**src/pdr_pkg.sv**
```systemverilog
// ----------------------------------------------------------------------------
// pdr_pkg
// types, constants and the cordic angle table for planar pose dead reckoning
// ----------------------------------------------------------------------------
`default_nettype none

package pdr_pkg;

	localparam int ANGLE_BITS_DEF = 16;
	localparam int POS_BITS_DEF   = 32;

	localparam int CORDIC_ITERS = 16;
	localparam int MUL_BITS     = 16;
	localparam int CS_W         = 18;
	localparam int Z_W          = 25;
	localparam logic signed [CS_W-1:0] CORDIC_X0 = 18'sd39797;

	typedef struct packed {
		logic signed [15:0] forward_speed;
		logic signed [15:0] lateral_speed;
		logic signed [15:0] yaw_rate;
		logic        [15:0] elapsed_time;
	} pdr_in_t;

	typedef struct packed {
		logic signed [31:0] pos_x;
		logic signed [31:0] pos_y;
		logic        [15:0] heading;
		logic               saturated;
	} pdr_out_t;

	typedef enum logic [2:0] {
		ST_IDLE,
		ST_CORDIC,
		ST_ROT,
		ST_SCALE,
		ST_FINISH
	} pdr_state_t;

	// atan(2^-i) in units of 2^-24 turn
	function automatic logic signed [Z_W-1:0] atan24(input logic [3:0] i);
		logic signed [Z_W-1:0] r;
		case (i)
			4'd0:    r = 25'sd2097152;
			4'd1:    r = 25'sd1238021;
			4'd2:    r = 25'sd654136;
			4'd3:    r = 25'sd332050;
			4'd4:    r = 25'sd166669;
			4'd5:    r = 25'sd83416;
			4'd6:    r = 25'sd41718;
			4'd7:    r = 25'sd20860;
			4'd8:    r = 25'sd10430;
			4'd9:    r = 25'sd5215;
			4'd10:   r = 25'sd2608;
			4'd11:   r = 25'sd1304;
			4'd12:   r = 25'sd652;
			4'd13:   r = 25'sd326;
			4'd14:   r = 25'sd163;
			4'd15:   r = 25'sd81;
			default: r = '0;
		endcase
		return r;
	endfunction

endpackage

`default_nettype wire

```
**src/planar_pose_dead_reckoning.sv**
```systemverilog
// After a request is accepted the block runs 16 cordic iterations, the
// bit-serial rotate and scale passes and the pose update. A new request is
// taken only in idle, after the shared cordic stage, the two shift-add multiplier
// passes at one multiplier bit per cycle and the pose update, which can stall on out_ready.
// Reset: arst_n clears x, y and heading to zero and empties the result register.
// ----------------------------------------------------------------------------
// planar_pose_dead_reckoning
// keeps a planar pose and advances it by one body-frame velocity request
// ----------------------------------------------------------------------------
`default_nettype none

module planar_pose_dead_reckoning #(
	parameter int ANGLE_BITS = pdr_pkg::ANGLE_BITS_DEF,
	parameter int POS_BITS   = pdr_pkg::POS_BITS_DEF
) (
	input  wire              clk,
	input  wire              arst_n,
	input  wire              in_valid,
	output logic             in_ready,
	input  wire pdr_pkg::pdr_in_t in_data,
	output logic             out_valid,
	input  wire              out_ready,
	output pdr_pkg::pdr_out_t out_data
);
	import pdr_pkg::*;

	localparam int DW  = 30;
	localparam int SW  = ((POS_BITS > DW) ? POS_BITS : DW) + 1;
	localparam int XW  = (POS_BITS > 32) ? POS_BITS : 32;
	localparam int SH  = 24 - ANGLE_BITS;
	localparam logic [3:0] LAST = 4'(MUL_BITS - 1);
	localparam logic [3:0] CLAST = 4'(CORDIC_ITERS - 1);

	pdr_state_t state_q, state_d;
	logic       accept, load;

	logic [3:0] cnt_q;

	logic signed [POS_BITS-1:0]   pos_x_q, pos_y_q;
	logic        [ANGLE_BITS-1:0] head_q;

	logic signed [15:0] vf_q, vl_q, yr_q;
	logic        [15:0] dt_q;

	logic signed [CS_W-1:0] cx_q, cy_q;
	logic signed [Z_W-1:0]  z_q;
	logic        [1:0]      quad_q;

	logic signed [19:0] hx_q, hy_q;
	logic        [15:0] lox_q, loy_q;
	logic signed [36:0] ax_q, ay_q;
	logic signed [16:0] ah_q;
	logic        [15:0] loh_q;

	logic     out_valid_q;
	pdr_out_t out_q;

	// heading to cordic start
	logic [23:0]           a24, a24p, z0;
	logic [1:0]            quad;

	always_comb begin
		a24  = 24'(head_q) << SH;
		a24p = a24 + 24'h200000;
		quad = a24p[23:22];
		z0   = a24 - {quad, 22'd0};
	end

	// cordic iteration
	logic signed [CS_W-1:0] cx_sh, cy_sh;
	logic signed [Z_W-1:0]  atan_w;

	always_comb begin
		cx_sh  = cx_q >>> cnt_q;
		cy_sh  = cy_q >>> cnt_q;
		atan_w = atan24(cnt_q);
	end

	// quadrant fold
	logic signed [CS_W-1:0] c_w, s_w;

	always_comb begin
		case (quad_q)
			2'd0: begin
				c_w = cx_q;
				s_w = cy_q;
			end
			2'd1: begin
				c_w = -cy_q;
				s_w = cx_q;
			end
			2'd2: begin
				c_w = -cx_q;
				s_w = -cy_q;
			end
			default: begin
				c_w = cy_q;
				s_w = -cx_q;
			end
		endcase
	end

	// rotate step, one bit of each speed per cycle
	logic signed [18:0] tx, ty;
	logic signed [20:0] sum_x, sum_y;

	always_comb begin
		tx = (vf_q[0] ? 19'(c_w) : 19'sd0) - (vl_q[0] ? 19'(s_w) : 19'sd0);
		ty = (vf_q[0] ? 19'(s_w) : 19'sd0) + (vl_q[0] ? 19'(c_w) : 19'sd0);
		sum_x = 21'(hx_q) + ((cnt_q == LAST) ? -21'(tx) : 21'(tx));
		sum_y = 21'(hy_q) + ((cnt_q == LAST) ? -21'(ty) : 21'(ty));
	end

	// scale step, one bit of elapsed time per cycle
	logic signed [35:0] wx, wy;
	logic signed [37:0] sum_ax, sum_ay;
	logic signed [17:0] sum_h;

	always_comb begin
		wx     = $signed({hx_q, lox_q});
		wy     = $signed({hy_q, loy_q});
		sum_ax = 38'(ax_q) + (dt_q[0] ? 38'(wx) : 38'sd0);
		sum_ay = 38'(ay_q) + (dt_q[0] ? 38'(wy) : 38'sd0);
		sum_h  = 18'(ah_q) + (dt_q[0] ? 18'(yr_q) : 18'sd0);
	end

	// pose update
	logic signed [37:0]         rx, ry;
	logic signed [DW-1:0]       dx, dy;
	logic signed [SW-1:0]       sx, sy, hi_lim, lo_lim;
	logic signed [POS_BITS-1:0] new_x, new_y;
	logic                       sat_x, sat_y;
	logic signed [XW-1:0]       px_ext, py_ext;

	always_comb begin
		rx     = 38'(ax_q) + 38'sd128;
		ry     = 38'(ay_q) + 38'sd128;
		dx     = rx[37:8];
		dy     = ry[37:8];
		hi_lim = {{(SW - POS_BITS + 1){1'b0}}, {(POS_BITS - 1){1'b1}}};
		lo_lim = ~hi_lim;
		sx     = SW'(pos_x_q) + SW'(dx);
		sy     = SW'(pos_y_q) + SW'(dy);
		sat_x  = (sx > hi_lim) || (sx < lo_lim);
		sat_y  = (sy > hi_lim) || (sy < lo_lim);
		if (sx > hi_lim) begin
			new_x = hi_lim[POS_BITS-1:0];
		end else if (sx < lo_lim) begin
			new_x = lo_lim[POS_BITS-1:0];
		end else begin
			new_x = sx[POS_BITS-1:0];
		end
		if (sy > hi_lim) begin
			new_y = hi_lim[POS_BITS-1:0];
		end else if (sy < lo_lim) begin
			new_y = lo_lim[POS_BITS-1:0];
		end else begin
			new_y = sy[POS_BITS-1:0];
		end
		px_ext = XW'(new_x);
		py_ext = XW'(new_y);
	end

	// heading update
	logic signed [32:0]           dth;
	logic        [ANGLE_BITS-1:0] dth_a, new_h;
	logic        [15:0]           h16;

	assign dth = $signed({ah_q, loh_q});

	generate
		if (SH == 0) begin : g_no_round
			assign dth_a = dth[ANGLE_BITS-1:0];
		end else begin : g_round
			logic signed [33:0] dth_w, dth_r;
			assign dth_w = 34'(dth) + (34'sd1 <<< (SH - 1));
			assign dth_r = dth_w >>> SH;
			assign dth_a = dth_r[ANGLE_BITS-1:0];
		end
	endgenerate

	assign new_h = head_q + dth_a;

	generate
		if (ANGLE_BITS >= 16) begin : g_h_down
			assign h16 = new_h[ANGLE_BITS-1 -: 16];
		end else begin : g_h_up
			assign h16 = {new_h, {(16 - ANGLE_BITS){1'b0}}};
		end
	endgenerate

	// control
	always_ff @(posedge clk or negedge arst_n) begin
		if (!arst_n) begin
			state_q <= ST_IDLE;
		end else begin
			state_q <= state_d;
		end
	end

	always_comb begin
		state_d  = state_q;
		in_ready = 1'b0;
		load     = 1'b0;
		case (state_q)
			ST_IDLE: begin
				in_ready = 1'b1;
				if (in_valid) begin
					state_d = ST_CORDIC;
				end
			end
			ST_CORDIC: begin
				if (cnt_q == CLAST) begin
					state_d = ST_ROT;
				end
			end
			ST_ROT: begin
				if (cnt_q == LAST) begin
					state_d = ST_SCALE;
				end
			end
			ST_SCALE: begin
				if (cnt_q == LAST) begin
					state_d = ST_FINISH;
				end
			end
			ST_FINISH: begin
				if (!out_valid_q || out_ready) begin
					load    = 1'b1;
					state_d = ST_IDLE;
				end
			end
			default: begin
				state_d = ST_IDLE;
			end
		endcase
	end

	assign accept = in_valid && in_ready;

	always_ff @(posedge clk or negedge arst_n) begin
		if (!arst_n) begin
			cnt_q       <= '0;
			pos_x_q     <= '0;
			pos_y_q     <= '0;
			head_q      <= '0;
			out_valid_q <= 1'b0;
		end else begin
			if (accept || state_q == ST_FINISH) begin
				cnt_q <= '0;
			end else if (state_q == ST_CORDIC || state_q == ST_ROT ||
				state_q == ST_SCALE) begin
				cnt_q <= cnt_q + 4'd1;
			end
			if (load) begin
				pos_x_q     <= new_x;
				pos_y_q     <= new_y;
				head_q      <= new_h;
				out_valid_q <= 1'b1;
			end else if (out_ready) begin
				out_valid_q <= 1'b0;
			end
		end
	end

	// datapath
	always_ff @(posedge clk) begin
		if (accept) begin
			vf_q   <= in_data.forward_speed;
			vl_q   <= in_data.lateral_speed;
			yr_q   <= in_data.yaw_rate;
			dt_q   <= in_data.elapsed_time;
			cx_q   <= CORDIC_X0;
			cy_q   <= '0;
			z_q    <= Z_W'($signed(z0));
			quad_q <= quad;
			hx_q   <= '0;
			hy_q   <= '0;
			ax_q   <= '0;
			ay_q   <= '0;
			ah_q   <= '0;
		end
		case (state_q)
			ST_CORDIC: begin
				if (!z_q[Z_W-1]) begin
					cx_q <= cx_q - cy_sh;
					cy_q <= cy_q + cx_sh;
					z_q  <= z_q - atan_w;
				end else begin
					cx_q <= cx_q + cy_sh;
					cy_q <= cy_q - cx_sh;
					z_q  <= z_q + atan_w;
				end
			end
			ST_ROT: begin
				hx_q  <= sum_x[20:1];
				hy_q  <= sum_y[20:1];
				lox_q <= {sum_x[0], lox_q[15:1]};
				loy_q <= {sum_y[0], loy_q[15:1]};
				vf_q  <= vf_q >>> 1;
				vl_q  <= vl_q >>> 1;
			end
			ST_SCALE: begin
				ax_q  <= sum_ax[37:1];
				ay_q  <= sum_ay[37:1];
				ah_q  <= sum_h[17:1];
				loh_q <= {sum_h[0], loh_q[15:1]};
				dt_q  <= dt_q >> 1;
			end
			default: begin
			end
		endcase
		if (load) begin
			out_q.pos_x     <= px_ext[31:0];
			out_q.pos_y     <= py_ext[31:0];
			out_q.heading   <= h16;
			out_q.saturated <= sat_x || sat_y;
		end
	end

	assign out_valid = out_valid_q;
	assign out_data  = out_q;

`ifndef SYNTH
	a_accept_starts: assert property (@(posedge clk) disable iff (!arst_n)
		accept |=> (state_q == ST_CORDIC) && (cnt_q == 4'd0))
		else $error("request accepted but cordic did not start");

	a_load_gives_valid: assert property (@(posedge clk) disable iff (!arst_n)
		load |=> out_valid_q)
		else $error("pose update without a result");

	a_heading_holds: assert property (@(posedge clk) disable iff (!arst_n)
		!load |=> $stable(head_q))
		else $error("heading changed outside an update");

	a_sat_at_limit: assert property (@(posedge clk) disable iff (!arst_n)
		(out_valid_q && out_q.saturated) |->
			(pos_x_q == hi_lim[POS_BITS-1:0]) || (pos_x_q == lo_lim[POS_BITS-1:0]) ||
			(pos_y_q == hi_lim[POS_BITS-1:0]) || (pos_y_q == lo_lim[POS_BITS-1:0]))
		else $error("saturated flag without a clamped position");
`endif

endmodule

`default_nettype wire
```
**config.mk**
```make
export PLATFORM = sky130hd
export DESIGN_NAME = planar_pose_dead_reckoning
export DESIGN_NICKNAME = d
export VERILOG_FILES = /design/src/pdr_pkg.sv /design/src/planar_pose_dead_reckoning.sv
export SDC_FILE = /design/constraint.sdc
export NUM_CORES = 2
export LEC_CHECK = 0
export BUFFER_PORTS_ARGS = -buffer_cell sky130_fd_sc_hd__buf_2
export CAP_MARGIN = 15
export CORE_MARGIN = 2
export CORE_UTILIZATION = 40
export CTS_CLUSTER_SIZE = 30
export DETAILED_ROUTE_END_ITERATION = 6
export PLACE_DENSITY_LB_ADDON = 0.1
export SYNTH_ARGS = -nofsm -noshare
export SYNTH_HDL_FRONTEND = slang
export SYNTH_SLANG_ARGS = --single-unit
```
**constraint.sdc**
```tcl
create_clock -name clk -period 10.59 [get_ports clk]
set_clock_uncertainty 0.2 [all_clocks]
set_input_delay 1.5885 -clock clk [delete_from_list [all_inputs] [get_ports clk]]
set_output_delay 1.5885 -clock clk [all_outputs]
set_load 0.02 [all_outputs]
```
### After elaboration in Yosys (flattened, before gate mapping)

Memories as Yosys holds them, arrays and structs flattened.
Cells that the tools add are included.

| word-level totals | value |
|---|---|
| flip-flop bits (word level) | 475 |
| output and inout bits | 83 |
| memories kept | 1 |
| logic and storage cells | 144 |
| bits in read-only memories | 352 |

Memories:

| name | words | bits a word | read ports | clocked after Yosys merged registers in | wr ports | line | source |
|---|---|---|---|---|---|---|---|
| (no name shown) | 16 | 22 | 1 | 0 | 0 | pdr_pkg.sv:43 | `case (i)` |

| cells by class | value |
|---|---|
| muxes and demuxes | 51 |
| add/subtract/negate cells | 26 |
| eq/ne operators | 12 |
| $lt $le $gt $ge | 4 |
| shift operators | 2 |
| reductions and logical operators | 18 |
| bitwise logic cells | 1 |

Operator list:

| operator | number |
|---|---|
| 2-to-1 mux 32 bit | 4 |
| 2-to-1 mux 18 bit | 7 |
| 2-to-1 mux 37 bit | 3 |
| case mux 18 bit (3 select lines) | 2 |
| 2-to-1 mux 15 bit | 6 |
| adder 37 x 38 -> 38 bit | 2 |
| adder 37 x 9 -> 38 bit, second input constant | 2 |
| 2-to-1 mux 19 bit | 4 |
| 2-to-1 mux 38 bit | 2 |
| 2-to-1 mux 25 bit | 3 |
| adder 32 x 30 -> 33 bit | 2 |
| greater-than comparator 33 x 32 -> 1 bit, second input constant | 2 |
| less-than comparator 33 x 32 -> 1 bit, second input constant | 2 |
| 2-to-1 mux 20 bit | 3 |
| adder 20 x 21 -> 21 bit | 2 |
| 2-to-1 mux 21 bit | 2 |
| negation 19 -> 21 bit | 2 |
| adder 18 bit | 2 |
| negation 18 bit | 2 |
| >>> shifter 18 x 4 -> 18 bit | 2 |
| subtractor 18 bit | 2 |
| 2-to-1 mux 17 bit | 2 |
| adder 25 bit | 1 |
| subtractor 25 bit | 1 |
| other kinds (28) | 52 |

### Longest topological paths before layout

| depth | value |
|---|---|
| depth in word-level cells | 8 |
| gate-level depth with buffers | 30 |
| gate-level depth less buffers | 30 |

### Least setup slack after synthesis

Ideal clock, no wire load.

| timing | value |
|---|---|
| path kind | flip-flop to flip-flop |
| start | register cy_q[1] |
| end | register hx_q[19] (data pin) |
| arrival time | 6.114 ns |
| buffers on the path | 0 |
| path slack | 4.009 ns |
| stages on the path, launching flop included | 30 |
| cell sequence | edfxtp_1 inv_1 ha_1 nand2_1 or3_1 or3_1 or3_1 nor2b_1 xnor2_1 a21oi_1 and2_1 ha_1 a211oi_1 nand2_1 o21ai_0 xor2_1 nand4b_1 o41ai_1 xnor2_1 ha_1 a21o_1 a21o_1 a21o_1 a2111oi_0 or3_1 o21ai_0 o41ai_1 xnor2_1 o21ai_0 nor3b_1 |

| between the ends | value |
|---|---|
| longest elaborated chain between the ends | 8 |

RTL lines:

| item | line | source |
|---|---|---|
| start, declared | planar_pose_dead_reckoning.sv:45 | `logic signed [CS_W-1:0] cx_q, cy_q;` |
| start signal, assigned | planar_pose_dead_reckoning.sv:287 | `cy_q <= cy_q + cx_sh;` |
| start signal, assigned | planar_pose_dead_reckoning.sv:291 | `cy_q <= cy_q - cx_sh;` |
| negation 18 bit | planar_pose_dead_reckoning.sv:89, planar_pose_dead_reckoning.sv:94 |  |
| case mux 18 bit (3 select lines) | planar_pose_dead_reckoning.sv:83 | `case (quad_q)` |
| 2-to-1 mux 19 bit | planar_pose_dead_reckoning.sv:108 | `tx = (vf_q[0] ? 19'(c_w) : 19'sd0) - (vl_q[0] ? 19'(s_w) : 19'sd0);` |
| subtractor 19 bit (*) | planar_pose_dead_reckoning.sv:108 |  |
| negation 19 -> 21 bit | planar_pose_dead_reckoning.sv:110 | `sum_x = 21'(hx_q) + ((cnt_q == LAST) ? -21'(tx) : 21'(tx));` |
| 2-to-1 mux 21 bit (*) | planar_pose_dead_reckoning.sv:110 |  |
| adder 20 x 21 -> 21 bit (*) | planar_pose_dead_reckoning.sv:110 |  |
| 2-to-1 mux 20 bit (*) | planar_pose_dead_reckoning.sv:283 | `case (state_q)` |
| end signal, assigned | planar_pose_dead_reckoning.sv:296 | `hx_q <= sum_x[20:1];` |
| end, declared | planar_pose_dead_reckoning.sv:49 | `logic signed [19:0] hx_q, hy_q;` |

Mark *: on every way between the ends. The rest lies on a longest branch, timed or not.
A chain may end at the register's enable or synchronous reset.

### Worst setup path in the final report

Ends and elaborated chain as after synthesis.

==> impl_results.md <==
- Syn Std Cell Area: 38320 um2
- Routed Antenna Nets: 0
- Syn nets: 4581
- CTS tree: done
- Main synth FF type: edfxtp_1
- Share of cells above drive strength 1: 9.635%
- Htree depth: 2
- WHS Path Cells: 0
- Via count: 30150
- Count of cell types in the netlist: 95
- Worst-path maximum fanout: 8
- Max-Cap Viols: 0
- R2R depth: 29
- Reg clk slew, reported paths: 60 ps
- CTS hold repair buffers: 0
- Layout area overhead: 10.58%
- Status: complete, no violations
- Clk_lat worst skew: 680 ps
- DR iter-0 viols: 1882
- Ys Warns: 0
- Slowest CP cell: o41ai_1
- Die height: 313.5 um
- Number of flops mapped to enable cells by yosys: 379
- Initial antenna violation count: 1
- DRC Markers: 0
- Max-slew violations: 0
- CP delay by family, top: compound AO/OA/AOI/OAI gates
- Sequential-to-total area share from yosys stat: 35.50%
- Hold WC Path Type: reg -> reg
- RR Endpoint: hx_q[19]
- Worst slew margin: 26.18%
- Synthesis-stage register bit count: 468
- PortBufs: 150
- Tcrit/Tclk final: 70.34%
- Clock sinks: 468
- WP data arrival: 7650 ps
- CTS buffer count: 58
- Ys async rst share: 18.80%
- Grt total ovfl: 0
- Max frequency: 0.1342 GHz
- Max stage delay on crit path: 580 ps
- Post-CTS sizing: 0
- Min Tclk post-route: 7449 ps
- Starting Density: 40.33%
- First-pass GRT wire length: 158.0 mm
- FP Rows: 113
- Post-CTS setup buffer count: 0
- Syn_area_per_cell: 9.171 um2
- Post-Route Utilization: 44.60%
- Core area: 95010 um2
- Setup Viol. Count Final: 0
- First-pass DRT Iterations: 7
- Final Hold Vio Count: 0
- CP startpoint kind: flip-flop
- Setup Crit Path Kind: reg -> reg
- R2R Path Start: cy_q[1]
- Worst endpoint required time: 10790 ps
- Hold Crit Endpoint: loy_q[13]
- Largest net degree at the start of global routing: 71
- Drt wl/cell: 17.63 um
- Root Driver: clkbuf_16
- RD Place Congestion: 0.8447
- Beginning of the worst hold path: loy_q[14]
- Die width: 313.5 um
- WP buf/inv: 1
- Cells after Synth: 4178
- Slew @ Worst Pin: 1097 ps
- Setup TNS: 0 ps
- RSZ-0062 raised after global routing: false
- Critical path endpoint category: flip-flop
- Die ar.: 98290 um2
- Cell repeated most along the worst path: or3_1
- I/O pins: 151
- Gr usage total: 19.83%
- Via count of the first global-routing pass: 28730
- Vias/cell: 5.411
- Dpl hpwl: 73.35 mm
- Register-to-register setup slack: 3140 ps
- Final #Nets: 4661
- Max Root-Sink Buffers: 3
- Drt total wl: 98.26 mm
-- cell type report --
cell class | count | area [um2]
diodes | 1 | 2.502
clock buffers | 80 | 1655
clock inverters | 29 | 415.4
fillers | 9366 | 52640
inverters | 142 | 538.0
multi-input cells | 3403 | 23560
flip-flops and latches | 468 | 13610
well taps | 1265 | 1583
repair buffers | 185 | 1013
-- sequential cells by signal (all words and copies together) (netlist names), 3 cells and up --
name / flops
yr_q: 16
state_q: 3
lox_q: 16
loy_q: 16
ah_q: 17
cx_q: 18
ay_q: 37
head_q: 16
vl_q: 16
z_q: 25
cy_q: 18
dt_q: 16
cnt_q: 4
vf_q: 16
hx_q: 20
pos_x_q: 32
out_data: 81
hy_q: 20
pos_y_q: 32
ax_q: 37
loh_q: 9
-- worst max-delay path by stage --
stage,from,end,slack (ps),depth (start not counted)
after global placement,cy_q[1],hx_q[19],3290,29
after CTS,cy_q[1],hx_q[19],3160,29
final,cy_q[1],hx_q[19],3140,29
after global routing,cy_q[1],hx_q[19],2500,29
after floorplan,cy_q[1],hx_q[19],4010,29
after detailed placement,cy_q[1],hx_q[19],3160,29
-- Yosys cell counts, drive strengths merged (55+ instances only) --
library cell | n | area share, %
a21oi | 315 | 4.1
clkbuf | 121 | 1.2
a31oi | 55 | 0.90
nor3 | 97 | 1.3
xnor2 | 278 | 6.4
and2 | 160 | 2.6
nand3 | 77 | 1.0
xor2 | 158 | 3.6
a21o | 129 | 2.5
ha | 322 | 11
dfrtp | 88 | 5.7
o21ai | 216 | 2.8
edfxtp | 379 | 30
nand2 | 468 | 4.6
inv | 140 | 1.4
nor2 | 386 | 3.8
-- cells in the final DEF, fill, tap and decap left out, drive strengths merged, types with 55 or more instances in the layout --
master	n
dfrtp	88
and2	160
clkbuf	81
buf	184
a21o	129
nor2	386
nor3	97
ha	322
xnor2	278
nand3	77
o21ai	216
inv	143
edfxtp	379
nand2	468
a21oi	315
a31oi	55
xor2	158
-- logic make-up (layout without fill, tap and decap cells) --
| group | after synthesis | count (layout) | share of synthesized area [%] |
|---|---|---|---|
| muxes | 109 | 109 | 4.418 |
| buffers and inverters | 307 | 436 | 3.138 |
| xor gates and xnor gates | 436 | 436 | 9.966 |
| and+or+nand+nor | 1485 | 1485 | 18.52 |
| adders and majority gates | 341 | 341 | 11.35 |
| other | 0 | 1 | 0 |
| DFF | 468 | 468 | 35.50 |
| AOI/OAI and AO/OA | 1032 | 1032 | 17.10 |
-- routing by layer --
layer | vias up | GRT usage, % | share of wire, %
met2 | 526 | 30.31 | 43
met3 | 101 | 3.219 | 4.8
met5 | - | 0 | 0.013
met4 | 2 | 4.589 | 2.0
li1 | 15310 | - | -
met1 | 14210 | 29.28 | 50
-- through the flow --
step                instance area, um2  hold slack (ps)  setup WS (ps)  std cells
floorplan                        38320            218.1           4009       4178
global route                     42370            237.0           2503       5572
finish                           42370            231.1           3141       5573
detailed placement               40290            226.1           3164       5462
global placement                 40290            222.0           3294       5462
CTS                              42360            239.5           3157       5571
Power is not shown: default switching activity piles up to over one toggle a cycle in this logic, so the estimate is an artifact.
